File: src/rtl/core/dsm_pkg.sv
`default_nettype none
package dsm_pkg;
    localparam int SESSIONS   = 8;
    localparam int DISPLAYS   = 4;
    localparam int OWNER_BITS = 16;

    localparam int SLOT_W = $clog2(SESSIONS);
    localparam int DISP_W = $clog2(DISPLAYS);
    localparam int FMT_W  = 8;

    localparam int SLOT_FIELD_W = 3;
    localparam int DISP_FIELD_W = 2;

    localparam int IN_DATA_W  = 32;
    localparam int IN_USER_W  = 2;
    localparam int OUT_DATA_W = 24;
    localparam int OUT_FIELDS_W = 17;

    typedef enum logic [1:0] {
        ACT_CREATE  = 2'd0,
        ACT_ENABLE  = 2'd1,
        ACT_DESTROY = 2'd2,
        ACT_FIND    = 2'd3
    } t_action;

    localparam logic [1:0] STAT_OK      = 2'd0;
    localparam logic [1:0] STAT_FULL    = 2'd1;
    localparam logic [1:0] STAT_MISSING = 2'd2;

    typedef struct packed {
        logic              valid;
        logic [SLOT_W-1:0] slot;
    } t_entry;

    typedef struct packed {
        logic                  create;
        logic                  find;
        logic [OWNER_BITS-1:0] owner;
        logic [DISP_W-1:0]     disp;
        logic [FMT_W-1:0]      fmt;
        logic                  free;
        logic [SLOT_W-1:0]     free_slot;
    } t_slot_cmd;

    typedef struct packed {
        logic              used;
        logic [DISP_W-1:0] disp;
        logic [FMT_W-1:0]  fmt;
    } t_slot_info;

    typedef struct packed {
        logic              push;
        logic              pull;
        logic [DISP_W-1:0] disp;
        logic [SLOT_W-1:0] slot;
    } t_stack_cmd;
endpackage
`default_nettype wire

File: src/rtl/core/display_session_mru_stack.sv
// Session slot table with one most-recently-enabled stack per display. Items
// are create, enable (move to front and request a format write), destroy
// (free the slot, remove it from its stack and close the gap) and find by
// owner id; each gives exactly one result. One item is in work at a time:
// it passes the chain of slot cells (allocation, owner search, slot lookup),
// then the chain of stack cells (search and shift of the addressed display's
// stack), where it waits while the output register holds an untaken result.
// The output register lets the next item be accepted while a result still
// waits. Reset clears the sequencer state, the output valid, the slot used
// flags and the stack valid bits.
`default_nettype none
module display_session_mru_stack (
    input  logic                             i_clk,
    input  logic                             i_rst_n,
    input  logic                             s_axis_tvalid,
    output logic                             s_axis_tready,
    // owner_id, display_id, display_format, session_slot
    input  logic [dsm_pkg::IN_DATA_W-1:0]    s_axis_tdata,
    // action
    input  logic [dsm_pkg::IN_USER_W-1:0]    s_axis_tuser,
    output logic                             m_axis_tvalid,
    input  logic                             m_axis_tready,
    // status, result_slot, on_top, format_write, format_display, format_value
    output logic [dsm_pkg::OUT_DATA_W-1:0]   m_axis_tdata
);
    import dsm_pkg::*;

    typedef enum logic [2:0] {
        S_IDLE  = 3'b001,
        S_SLOT  = 3'b010,
        S_STACK = 3'b100
    } t_state;

    t_state                  r_state;
    t_action                 r_act;
    logic [OWNER_BITS-1:0]   r_owner;
    logic [DISP_W-1:0]       r_disp;
    logic [FMT_W-1:0]        r_fmt;
    logic [SLOT_FIELD_W-1:0] r_slot;

    logic                    r_ok;
    logic [SLOT_FIELD_W-1:0] r_tslot;
    logic [DISP_W-1:0]       r_tdisp;
    logic [FMT_W-1:0]        r_tfmt;

    logic                    r_ovalid;
    logic [OUT_DATA_W-1:0]   r_odata;

    t_slot_cmd               w_slot_cmd;
    logic [SESSIONS:0]       w_claim;
    logic [SESSIONS-1:0]     w_take;
    t_slot_info              w_info [SESSIONS];
    logic [SLOT_W-1:0]       w_take_idx;
    t_slot_info              w_take_info;
    t_slot_info              w_addr_info;
    logic                    w_addr_ok;

    t_stack_cmd              w_stk_cmd;
    logic [SESSIONS:0]       w_hit;
    t_entry                  w_entry [SESSIONS];
    t_entry                  w_new;
    logic                    w_full;
    logic                    w_top_now;
    logic                    w_go;
    logic                    w_accept;

    logic [1:0]              w_status;
    logic                    w_top;
    logic                    w_fw;
    logic [DISP_FIELD_W-1:0] w_fd;
    logic [FMT_W-1:0]        w_fv;

    assign s_axis_tready = (r_state == S_IDLE);
    assign w_accept      = s_axis_tvalid && s_axis_tready;
    assign m_axis_tvalid = r_ovalid;
    assign m_axis_tdata  = r_odata;

    // slot cell chain
    assign w_slot_cmd.create    = (r_state == S_SLOT) && (r_act == ACT_CREATE);
    assign w_slot_cmd.find      = (r_state == S_SLOT) && (r_act == ACT_FIND);
    assign w_slot_cmd.owner     = r_owner;
    assign w_slot_cmd.disp      = r_disp;
    assign w_slot_cmd.fmt       = r_fmt;
    assign w_slot_cmd.free      = (r_state == S_SLOT) && (r_act == ACT_DESTROY) && w_addr_ok;
    assign w_slot_cmd.free_slot = r_slot[SLOT_W-1:0];

    assign w_claim[0] = 1'b0;

    for (genvar k = 0; k < SESSIONS; k++) begin : g_slot
        dsm_slot_cell u_cell (
            .i_clk   (i_clk),
            .i_rst_n (i_rst_n),
            .i_index (SLOT_W'(k)),
            .i_cmd   (w_slot_cmd),
            .i_claim (w_claim[k]),
            .o_claim (w_claim[k+1]),
            .o_take  (w_take[k]),
            .o_info  (w_info[k])
        );
    end

    always_comb begin
        w_take_idx  = '0;
        w_take_info = '0;
        for (int k = 0; k < SESSIONS; k++) begin
            if (w_take[k]) begin
                w_take_idx  = w_take_idx | SLOT_W'(k);
                w_take_info = w_take_info | w_info[k];
            end
        end
    end

    assign w_addr_info = w_info[r_slot[SLOT_W-1:0]];
    assign w_addr_ok   = ({1'b0, r_slot} < (SLOT_FIELD_W+1)'(SESSIONS)) && w_addr_info.used;

    // stack cell chain
    assign w_go = (r_state == S_STACK) && (!r_ovalid || m_axis_tready);

    assign w_stk_cmd.push = w_go && (r_act == ACT_ENABLE) && r_ok && !w_full;
    assign w_stk_cmd.pull = w_go && (r_act == ACT_DESTROY) && r_ok;
    assign w_stk_cmd.disp = r_tdisp;
    assign w_stk_cmd.slot = r_tslot[SLOT_W-1:0];

    assign w_new.valid = 1'b1;
    assign w_new.slot  = r_tslot[SLOT_W-1:0];
    assign w_hit[0]    = 1'b0;

    for (genvar k = 0; k < SESSIONS; k++) begin : g_stack
        t_entry w_prev;
        t_entry w_next;
        if (k == 0) begin : g_head
            assign w_prev = w_new;
        end else begin : g_body
            assign w_prev = w_entry[k-1];
        end
        if (k == SESSIONS - 1) begin : g_tail
            assign w_next = '0;
        end else begin : g_link
            assign w_next = w_entry[k+1];
        end
        dsm_stack_cell u_cell (
            .i_clk   (i_clk),
            .i_rst_n (i_rst_n),
            .i_cmd   (w_stk_cmd),
            .i_prev  (w_prev),
            .i_next  (w_next),
            .i_hit   (w_hit[k]),
            .o_hit   (w_hit[k+1]),
            .o_entry (w_entry[k])
        );
    end

    assign w_full    = w_entry[SESSIONS-1].valid && !w_hit[SESSIONS];
    assign w_top_now = w_entry[0].valid && (w_entry[0].slot == r_tslot[SLOT_W-1:0]);

    always_comb begin
        w_status = STAT_OK;
        w_top    = 1'b0;
        w_fw     = 1'b0;
        w_fd     = '0;
        w_fv     = '0;
        unique case (r_act)
            ACT_CREATE: begin
                w_status = r_ok ? STAT_OK : STAT_FULL;
            end
            ACT_FIND: begin
                w_status = r_ok ? STAT_OK : STAT_MISSING;
                w_top    = r_ok && w_top_now;
            end
            ACT_ENABLE: begin
                if (!r_ok) begin
                    w_status = STAT_MISSING;
                end else if (w_full) begin
                    w_status = STAT_FULL;
                    w_top    = w_top_now;
                end else begin
                    w_top = 1'b1;
                    w_fw  = 1'b1;
                    w_fd  = DISP_FIELD_W'(r_tdisp);
                    w_fv  = r_tfmt;
                end
            end
            ACT_DESTROY: begin
                w_status = r_ok ? STAT_OK : STAT_MISSING;
            end
            default: begin
                w_status = STAT_OK;
            end
        endcase
    end

    // sequencer
    always_ff @(posedge i_clk) begin
        if (!i_rst_n) begin
            r_state <= S_IDLE;
        end else begin
            unique case (r_state)
                S_IDLE: begin
                    if (w_accept) r_state <= S_SLOT;
                end
                S_SLOT: begin
                    r_state <= S_STACK;
                end
                S_STACK: begin
                    if (w_go) r_state <= S_IDLE;
                end
                default: begin
                    r_state <= S_IDLE;
                end
            endcase
        end
    end

    always_ff @(posedge i_clk) begin
        if (w_accept) begin
            r_act   <= t_action'(s_axis_tuser);
            r_owner <= s_axis_tdata[OWNER_BITS-1:0];
            r_disp  <= s_axis_tdata[16 +: DISP_W];
            r_fmt   <= s_axis_tdata[25:18];
            r_slot  <= s_axis_tdata[28:26];
        end
    end

    always_ff @(posedge i_clk) begin
        if (r_state == S_SLOT) begin
            unique case (r_act)
                ACT_CREATE: begin
                    r_ok    <= w_claim[SESSIONS];
                    r_tslot <= SLOT_FIELD_W'(w_take_idx);
                end
                ACT_FIND: begin
                    r_ok    <= w_claim[SESSIONS];
                    r_tslot <= SLOT_FIELD_W'(w_take_idx);
                    r_tdisp <= w_take_info.disp;
                end
                ACT_ENABLE, ACT_DESTROY: begin
                    r_ok    <= w_addr_ok;
                    r_tslot <= r_slot;
                    r_tdisp <= w_addr_info.disp;
                    r_tfmt  <= w_addr_info.fmt;
                end
                default: begin
                    r_ok <= 1'b0;
                end
            endcase
        end
    end

    // output register
    always_ff @(posedge i_clk) begin
        if (!i_rst_n) begin
            r_ovalid <= 1'b0;
        end else if (w_go) begin
            r_ovalid <= 1'b1;
        end else if (m_axis_tready) begin
            r_ovalid <= 1'b0;
        end
    end

    always_ff @(posedge i_clk) begin
        if (w_go) begin
            r_odata <= {{(OUT_DATA_W-OUT_FIELDS_W){1'b0}},
                        w_fv, w_fd, w_fw, w_top, r_tslot, w_status};
        end
    end
endmodule
`default_nettype wire

File: src/rtl/core/dsm_slot_cell.sv
`default_nettype none
module dsm_slot_cell (
    input  logic                        i_clk,
    input  logic                        i_rst_n,
    input  logic [dsm_pkg::SLOT_W-1:0]  i_index,
    input  dsm_pkg::t_slot_cmd          i_cmd,
    input  logic                        i_claim,
    output logic                        o_claim,
    output logic                        o_take,
    output dsm_pkg::t_slot_info         o_info
);
    import dsm_pkg::*;

    logic                  r_used;
    logic [OWNER_BITS-1:0] r_owner;
    logic [DISP_W-1:0]     r_disp;
    logic [FMT_W-1:0]      r_fmt;
    logic                  w_hit;

    // free slot for create, owner match for find
    assign w_hit = (i_cmd.create && !r_used) ||
                   (i_cmd.find && r_used && (r_owner == i_cmd.owner));
    assign o_take  = w_hit && !i_claim;
    assign o_claim = i_claim || w_hit;

    assign o_info.used = r_used;
    assign o_info.disp = r_disp;
    assign o_info.fmt  = r_fmt;

    always_ff @(posedge i_clk) begin
        if (!i_rst_n) begin
            r_used <= 1'b0;
        end else if (i_cmd.create && o_take) begin
            r_used <= 1'b1;
        end else if (i_cmd.free && (i_cmd.free_slot == i_index)) begin
            r_used <= 1'b0;
        end
    end

    always_ff @(posedge i_clk) begin
        if (i_cmd.create && o_take) begin
            r_owner <= i_cmd.owner;
            r_disp  <= i_cmd.disp;
            r_fmt   <= i_cmd.fmt;
        end
    end
endmodule
`default_nettype wire

File: src/rtl/core/dsm_stack_cell.sv
`default_nettype none
module dsm_stack_cell (
    input  logic                i_clk,
    input  logic                i_rst_n,
    input  dsm_pkg::t_stack_cmd i_cmd,
    input  dsm_pkg::t_entry     i_prev,
    input  dsm_pkg::t_entry     i_next,
    input  logic                i_hit,
    output logic                o_hit,
    output dsm_pkg::t_entry     o_entry
);
    import dsm_pkg::*;

    logic [DISPLAYS-1:0] r_valid;
    logic [SLOT_W-1:0]   r_slot [DISPLAYS];
    logic                w_match;
    logic                w_load;
    t_entry              n_entry;

    assign o_entry.valid = r_valid[i_cmd.disp];
    assign o_entry.slot  = r_slot[i_cmd.disp];

    assign w_match = o_entry.valid && (o_entry.slot == i_cmd.slot);
    assign o_hit   = i_hit || w_match;

    // push shifts down up to the match, pull shifts up from the match
    always_comb begin
        w_load  = 1'b0;
        n_entry = o_entry;
        if (i_cmd.push && !i_hit) begin
            w_load  = 1'b1;
            n_entry = i_prev;
        end else if (i_cmd.pull && o_hit) begin
            w_load  = 1'b1;
            n_entry = i_next;
        end
    end

    always_ff @(posedge i_clk) begin
        if (!i_rst_n) begin
            r_valid <= '0;
        end else if (w_load) begin
            r_valid[i_cmd.disp] <= n_entry.valid;
        end
    end

    always_ff @(posedge i_clk) begin
        if (w_load) begin
            r_slot[i_cmd.disp] <= n_entry.slot;
        end
    end
endmodule
`default_nettype wire

File: config.mk
export PLATFORM = sky130hd
export DESIGN_NAME = display_session_mru_stack
export DESIGN_NICKNAME = d
export VERILOG_FILES = /design/src/rtl/core/dsm_pkg.sv /design/src/rtl/core/display_session_mru_stack.sv /design/src/rtl/core/dsm_slot_cell.sv /design/src/rtl/core/dsm_stack_cell.sv
export SDC_FILE = /design/constraint.sdc
export NUM_CORES = 1
export LEC_CHECK = 0
export ABC_AREA = 1
export BUFFER_PORTS_ARGS = -buffer_cell sky130_fd_sc_hd__buf_4
export CORE_MARGIN = 2
export CORE_UTILIZATION = 40
export DETAILED_ROUTE_END_ITERATION = 8
export PLACE_DENSITY = 0.6
export RECOVER_POWER = 25
export REMOVE_ABC_BUFFERS = 1
export SYNTH_ARGS = -nofsm -noshare
export SYNTH_HDL_FRONTEND = slang
export SYNTH_HIERARCHICAL = 1
export SYNTH_SLANG_ARGS = --single-unit
File: constraint.sdc
create_clock -name i_clk -period 5.2 [get_ports i_clk]
set_clock_uncertainty 0.1 [all_clocks]
set_input_delay 0.78 -clock i_clk [delete_from_list [all_inputs] [get_ports i_clk]]
set_output_delay 0.78 -clock i_clk [all_outputs]
set_load 0.03 [all_outputs]
==> impl_summary.log <==
[metrics] run status: finished, violations left
[metrics] violated checks: max-capacitance violations, max-slew violations
[metrics] Post-Route Utilization: 0.460
[metrics] Worst setup endpoint: g_stack[0].u_cell/r_slot[1][1]
[metrics] Port Buf Inserts: between 50 and 60
[metrics] hold bufs inserted after CTS: 0
[metrics] largest family of logic cells by synthesized area: simple AND/OR/NAND/NOR gates
[metrics] fraction of met3 tracks used by global routing: 0.0222
[metrics] type of the worst setup path: reg -> reg
[metrics] area growth from synthesis to layout: 13.2%
[metrics] r2r worst-path depth: 30
[metrics] Post-Synthesis Cell Area: 0.0205 sq mm
[metrics] TritonCTS clock tree: yes
[metrics] via count: ~15000
[metrics] mux contribution to synthesized area: 0
[metrics] Worst Setup SP: r_tdisp[0]
[metrics] first-pass GRT wire length: roughly 70000 um
[metrics] clock-pin slew reported for the worst setup and hold paths after clock tree synthesis: 0.06 ns
[metrics] post-CTS setup-driven buffer insertion count: 0
[metrics] Total Neg Setup Slack: 0 ns
[metrics] worst hold margin: roughly 0.3 ns
[metrics] Critical Path Slowest Stage Cell: o21ai_0
[metrics] number of hold violations in the final report: 0
[metrics] arrival time at the worst endpoint: 4.74 ns
[metrics] GPL Wtd Cong: 0.816
[metrics] pre-CTS worst setup slack: 0.521 ns
[metrics] slew at the pin closest to its max-slew limit: 2.32 ns
[metrics] latest clock arrival within the worst-skew pair: 0.58 ns
[metrics] DR DRC count: 0
[metrics] share of synthesized area occupied by flip-flops and latches: 0.580
[metrics] most frequently used flop master after synthesis: edfxtp_1
[metrics] number of I/O pins: 64
[metrics] dpl cells: 3112
[metrics] leading cell types by total area after synthesis: edfxtp_1 (54%), nand2_1 (13%), inv_1 (7.1%), nor2_1 (5.6%), dfxtp_1 (4.3%)
[metrics] buffering stage count on the worst path with inverters included: 9
[metrics] initial antenna violation count: 0
[metrics] Total Die Area: about 0.053 sq mm
[metrics] Post-Synthesis Mean Instance Area: a little under 9 sq um
[metrics] slew margin rel.: -0.549
[metrics] drt total wl: around 44000 um
[metrics] average routed wire per standard cell: ~14 um
[metrics] Area after DPL: 0.0218 sq mm
[metrics] die boundary width: 230 um
[metrics] final worst setup slack: 0.651 ns
[metrics] unrepaired setup endpoints after global routing: no
[metrics] area share of the leading cell type in the synthesized netlist: 0.537
[metrics] Non-Filler Instances: approximately 3200
[metrics] Post-synth ARST share: 0
[metrics] routing layer with the top usage in global route: met2
[metrics] ANT cells: 0
[metrics] Layout Cell Area excl Fill: between 0.02 and 0.025 sq mm
[metrics] number of synthesized register bits: slightly above 400
[metrics] static leakage: between 10 and 15 nW
[metrics] count of unique library cells instantiated by Yosys: 34
[metrics] count of endpoints failing setup in the final report: 0
[metrics] post-synthesis share of cell area spent on and, or, nand and nor gates: 0.255
[metrics] number of maximum-capacitance violations: 1
[metrics] number of nets with antenna violations after detailed routing: 0
[metrics] r2r setup slk: 0.65 ns
[metrics] total of warnings raised by yosys: 6
[metrics] Nets: 2534
[metrics] final slew viol count: 42
[metrics] vias in the first global route: around 14000
[metrics] detailed placement HPWL: 29300 um
[metrics] CP endpoint kind: flop
[metrics] type of origin of the critical path: flop
[metrics] adder and majority cell fraction of the synthesized area: 0.00306
[metrics] clock tree buffer depth: 3
[metrics] min Tclk post-route: around 4.5 ns
[metrics] Resized cells post-CTS: 0
[metrics] parity-gate share of the synthesized area counting xor and xnor cells: 0.0175
[metrics] CP required: between 5 and 6 ns
[metrics] Syn Inst Count: 2360
[metrics] met1 usage in global routing: 0.209
[metrics] met2 usage: 0.298
[metrics] Total Routing Usage GR: 0.168
[metrics] detailed router's first-iteration violation count: around 790
[metrics] highest ir drop seen on vdd: approximately 0.21 mV
[metrics] TritonCTS buffer count: 46
[metrics] number of detailed-routing iterations run before antenna repair: 7
[metrics] top cell type by total area after synthesis: edfxtp_1
[metrics] Initial Utilization: 0.406
[metrics] number of sinks handled by clock tree synthesis: 410
[metrics] # H-tree levels: 2
[metrics] std cell rows: slightly above 80
[metrics] Die Y-Extent: about 230 um
[metrics] Reg2Reg Capture Point: g_stack[0].u_cell/r_slot[1][1]
[metrics] clock root buffer master: clkbuf_16
[metrics] total power after layout: between 7 and 8 mW
[metrics] Max Clk Rate: around 220 MHz
[metrics] r2r startpoint: r_tdisp[0]
[metrics] maximum number of pins on one net before global-route repair: 49
[metrics] Max FO, Critical Path: 19
[metrics] Largest delay share family, worst path: simple AND/OR/NAND/NOR gates
[metrics] part of the cycle the worst path needs: 0.875
[metrics] share of layout cells above drive strength 1: 0.121
[metrics] aggregate global routing overflow: 0
[metrics] number of flops mapped to enable cells by yosys: 366
[metrics] HP Class: in -> reg
[metrics] synthesized-area fraction occupied by ao, oa, aoi and oai cells: 0.0546
[metrics] total power per unit cell area: 302 mW/mm^2
[metrics] Critical Path Stages: 30
[metrics] area of the core region: between 0.05 and 0.06 sq mm
[metrics] average vias per placed instance: 4.58
[metrics] largest stage delay on the critical path: 0.49 ns
## worst min-delay path by stage
stage                                       from  slack [ns]  depth (start not counted)                            to
detailed placement  g_stack[7].u_cell/r_valid[3]        0.40                          4  g_stack[7].u_cell/r_valid[3]
finish                          s_axis_tdata[19]        0.30                          1                      r_fmt[1]
global placement    g_stack[6].u_cell/r_valid[0]        0.40                          4  g_stack[6].u_cell/r_valid[0]
global route                    s_axis_tdata[21]        0.28                          1                      r_fmt[3]
floorplan                g_slot[4].u_cell/r_used        0.38                          2       g_slot[4].u_cell/r_used
CTS                              s_axis_tdata[0]        0.24                          1                    r_owner[0]
## layer usage
layer	vias up	part of all wire
met5	-	0
met4	0	0.027
li1	7623	-
met3	79	0.034
met1	6713	0.45
met2	234	0.49
## cells in the mapped netlist (all sizes together), types with 2 or more instances
| cell type | count |
|---|---|
| nor3 | 6 |
| nand2 | 836 |
| a21o | 8 |
| inv | 412 |
| or2 | 19 |
| xor2 | 32 |
| o21ai | 160 |
| nor2 | 305 |
| edfxtp | 366 |
| clkbuf | 3 |
| nand3 | 78 |
| ha | 5 |
| o31ai | 8 |
| a21oi | 20 |
| xnor2 | 9 |
| dfxtp | 44 |
| conb | 2 |
| buf | 36 |
| o22ai | 8 |
## where the power goes
part	internal (mW)	total, mW	switching, mW
Clock	1.74	3.02	1.28
Sequential	3.61	3.67	0.0651
Combinational	0.106	0.310	0.204
## worst reg2reg max path, delay by kind of cell (launching register included)
kind / cells / cell delay [ns]
flops: 1 / 0.46
compound gates: 2 / 0.61
buf+inv: 9 / 1.20
simple gates: 19 / 1.89
## layout by cell type (no fill, tap or decap), drive strengths merged
| master | netlist | layout |
|---|---|---|
| clkinvlp | 0 | 1 |
| o21ai | 160 | 160 |
| dfxtp | 44 | 44 |
| o22ai | 8 | 8 |
| xnor2 | 9 | 9 |
| o211ai | 1 | 1 |
| nand3 | 78 | 78 |
| nor2 | 305 | 305 |
| buf | 36 | 49 |
| xor2 | 32 | 32 |
| conb | 2 | 39 |
| a31oi | 1 | 1 |
| a21o | 8 | 8 |
| nor3 | 6 | 6 |
| o31ai | 8 | 8 |
| clkinv | 1 | 15 |
| nand2 | 836 | 836 |
| clkbuf | 3 | 99 |
| or2 | 19 | 19 |
| ha | 5 | 5 |
| bufinv | 0 | 2 |
| edfxtp | 366 | 366 |
| inv | 412 | 413 |
| a21oi | 20 | 20 |
## cells by family (layout without fill, tap and decap cells)
| group | after synthesis | after routing |
|---|---|---|
| AND/OR/NAND/NOR | 1244 | 1244 |
| buffers and inverters | 452 | 579 |
| flip-flops | 410 | 410 |
| AO/OA/AOI/OAI | 206 | 206 |
| XOR/XNOR | 41 | 41 |
| adder cells (fa/ha/maj) | 5 | 5 |
| other | 2 | 39 |
## registers in the layout, summed over array words and instances (netlist names), 3 cells and up
| register | cells |
|---|---|
| r_slot | 3 |
| g_slot.u_cell/r_used | 8 |
| r_owner | 16 |
| g_stack.u_cell/r_valid | 32 |
| g_slot.u_cell/r_fmt | 64 |
| r_state | 3 |
| g_slot.u_cell/r_owner | 128 |
| r_tfmt | 8 |
| m_axis_tdata | 17 |
| g_stack.u_cell/r_slot | 96 |
| r_fmt | 8 |
| g_slot.u_cell/r_disp | 16 |
| r_tslot | 3 |
## layout make-up
class                      instances  area (sq um)
inverter                         413          1550
clock inverter                    18           171
fill                            4799         27200
tap                              672           841
clock buffer                      63          1210
multi-input combinational       1535          6900
sequential                       410         11900
timing repair buffer              85           616
Note: power is estimated with default switching activity, not from simulation.
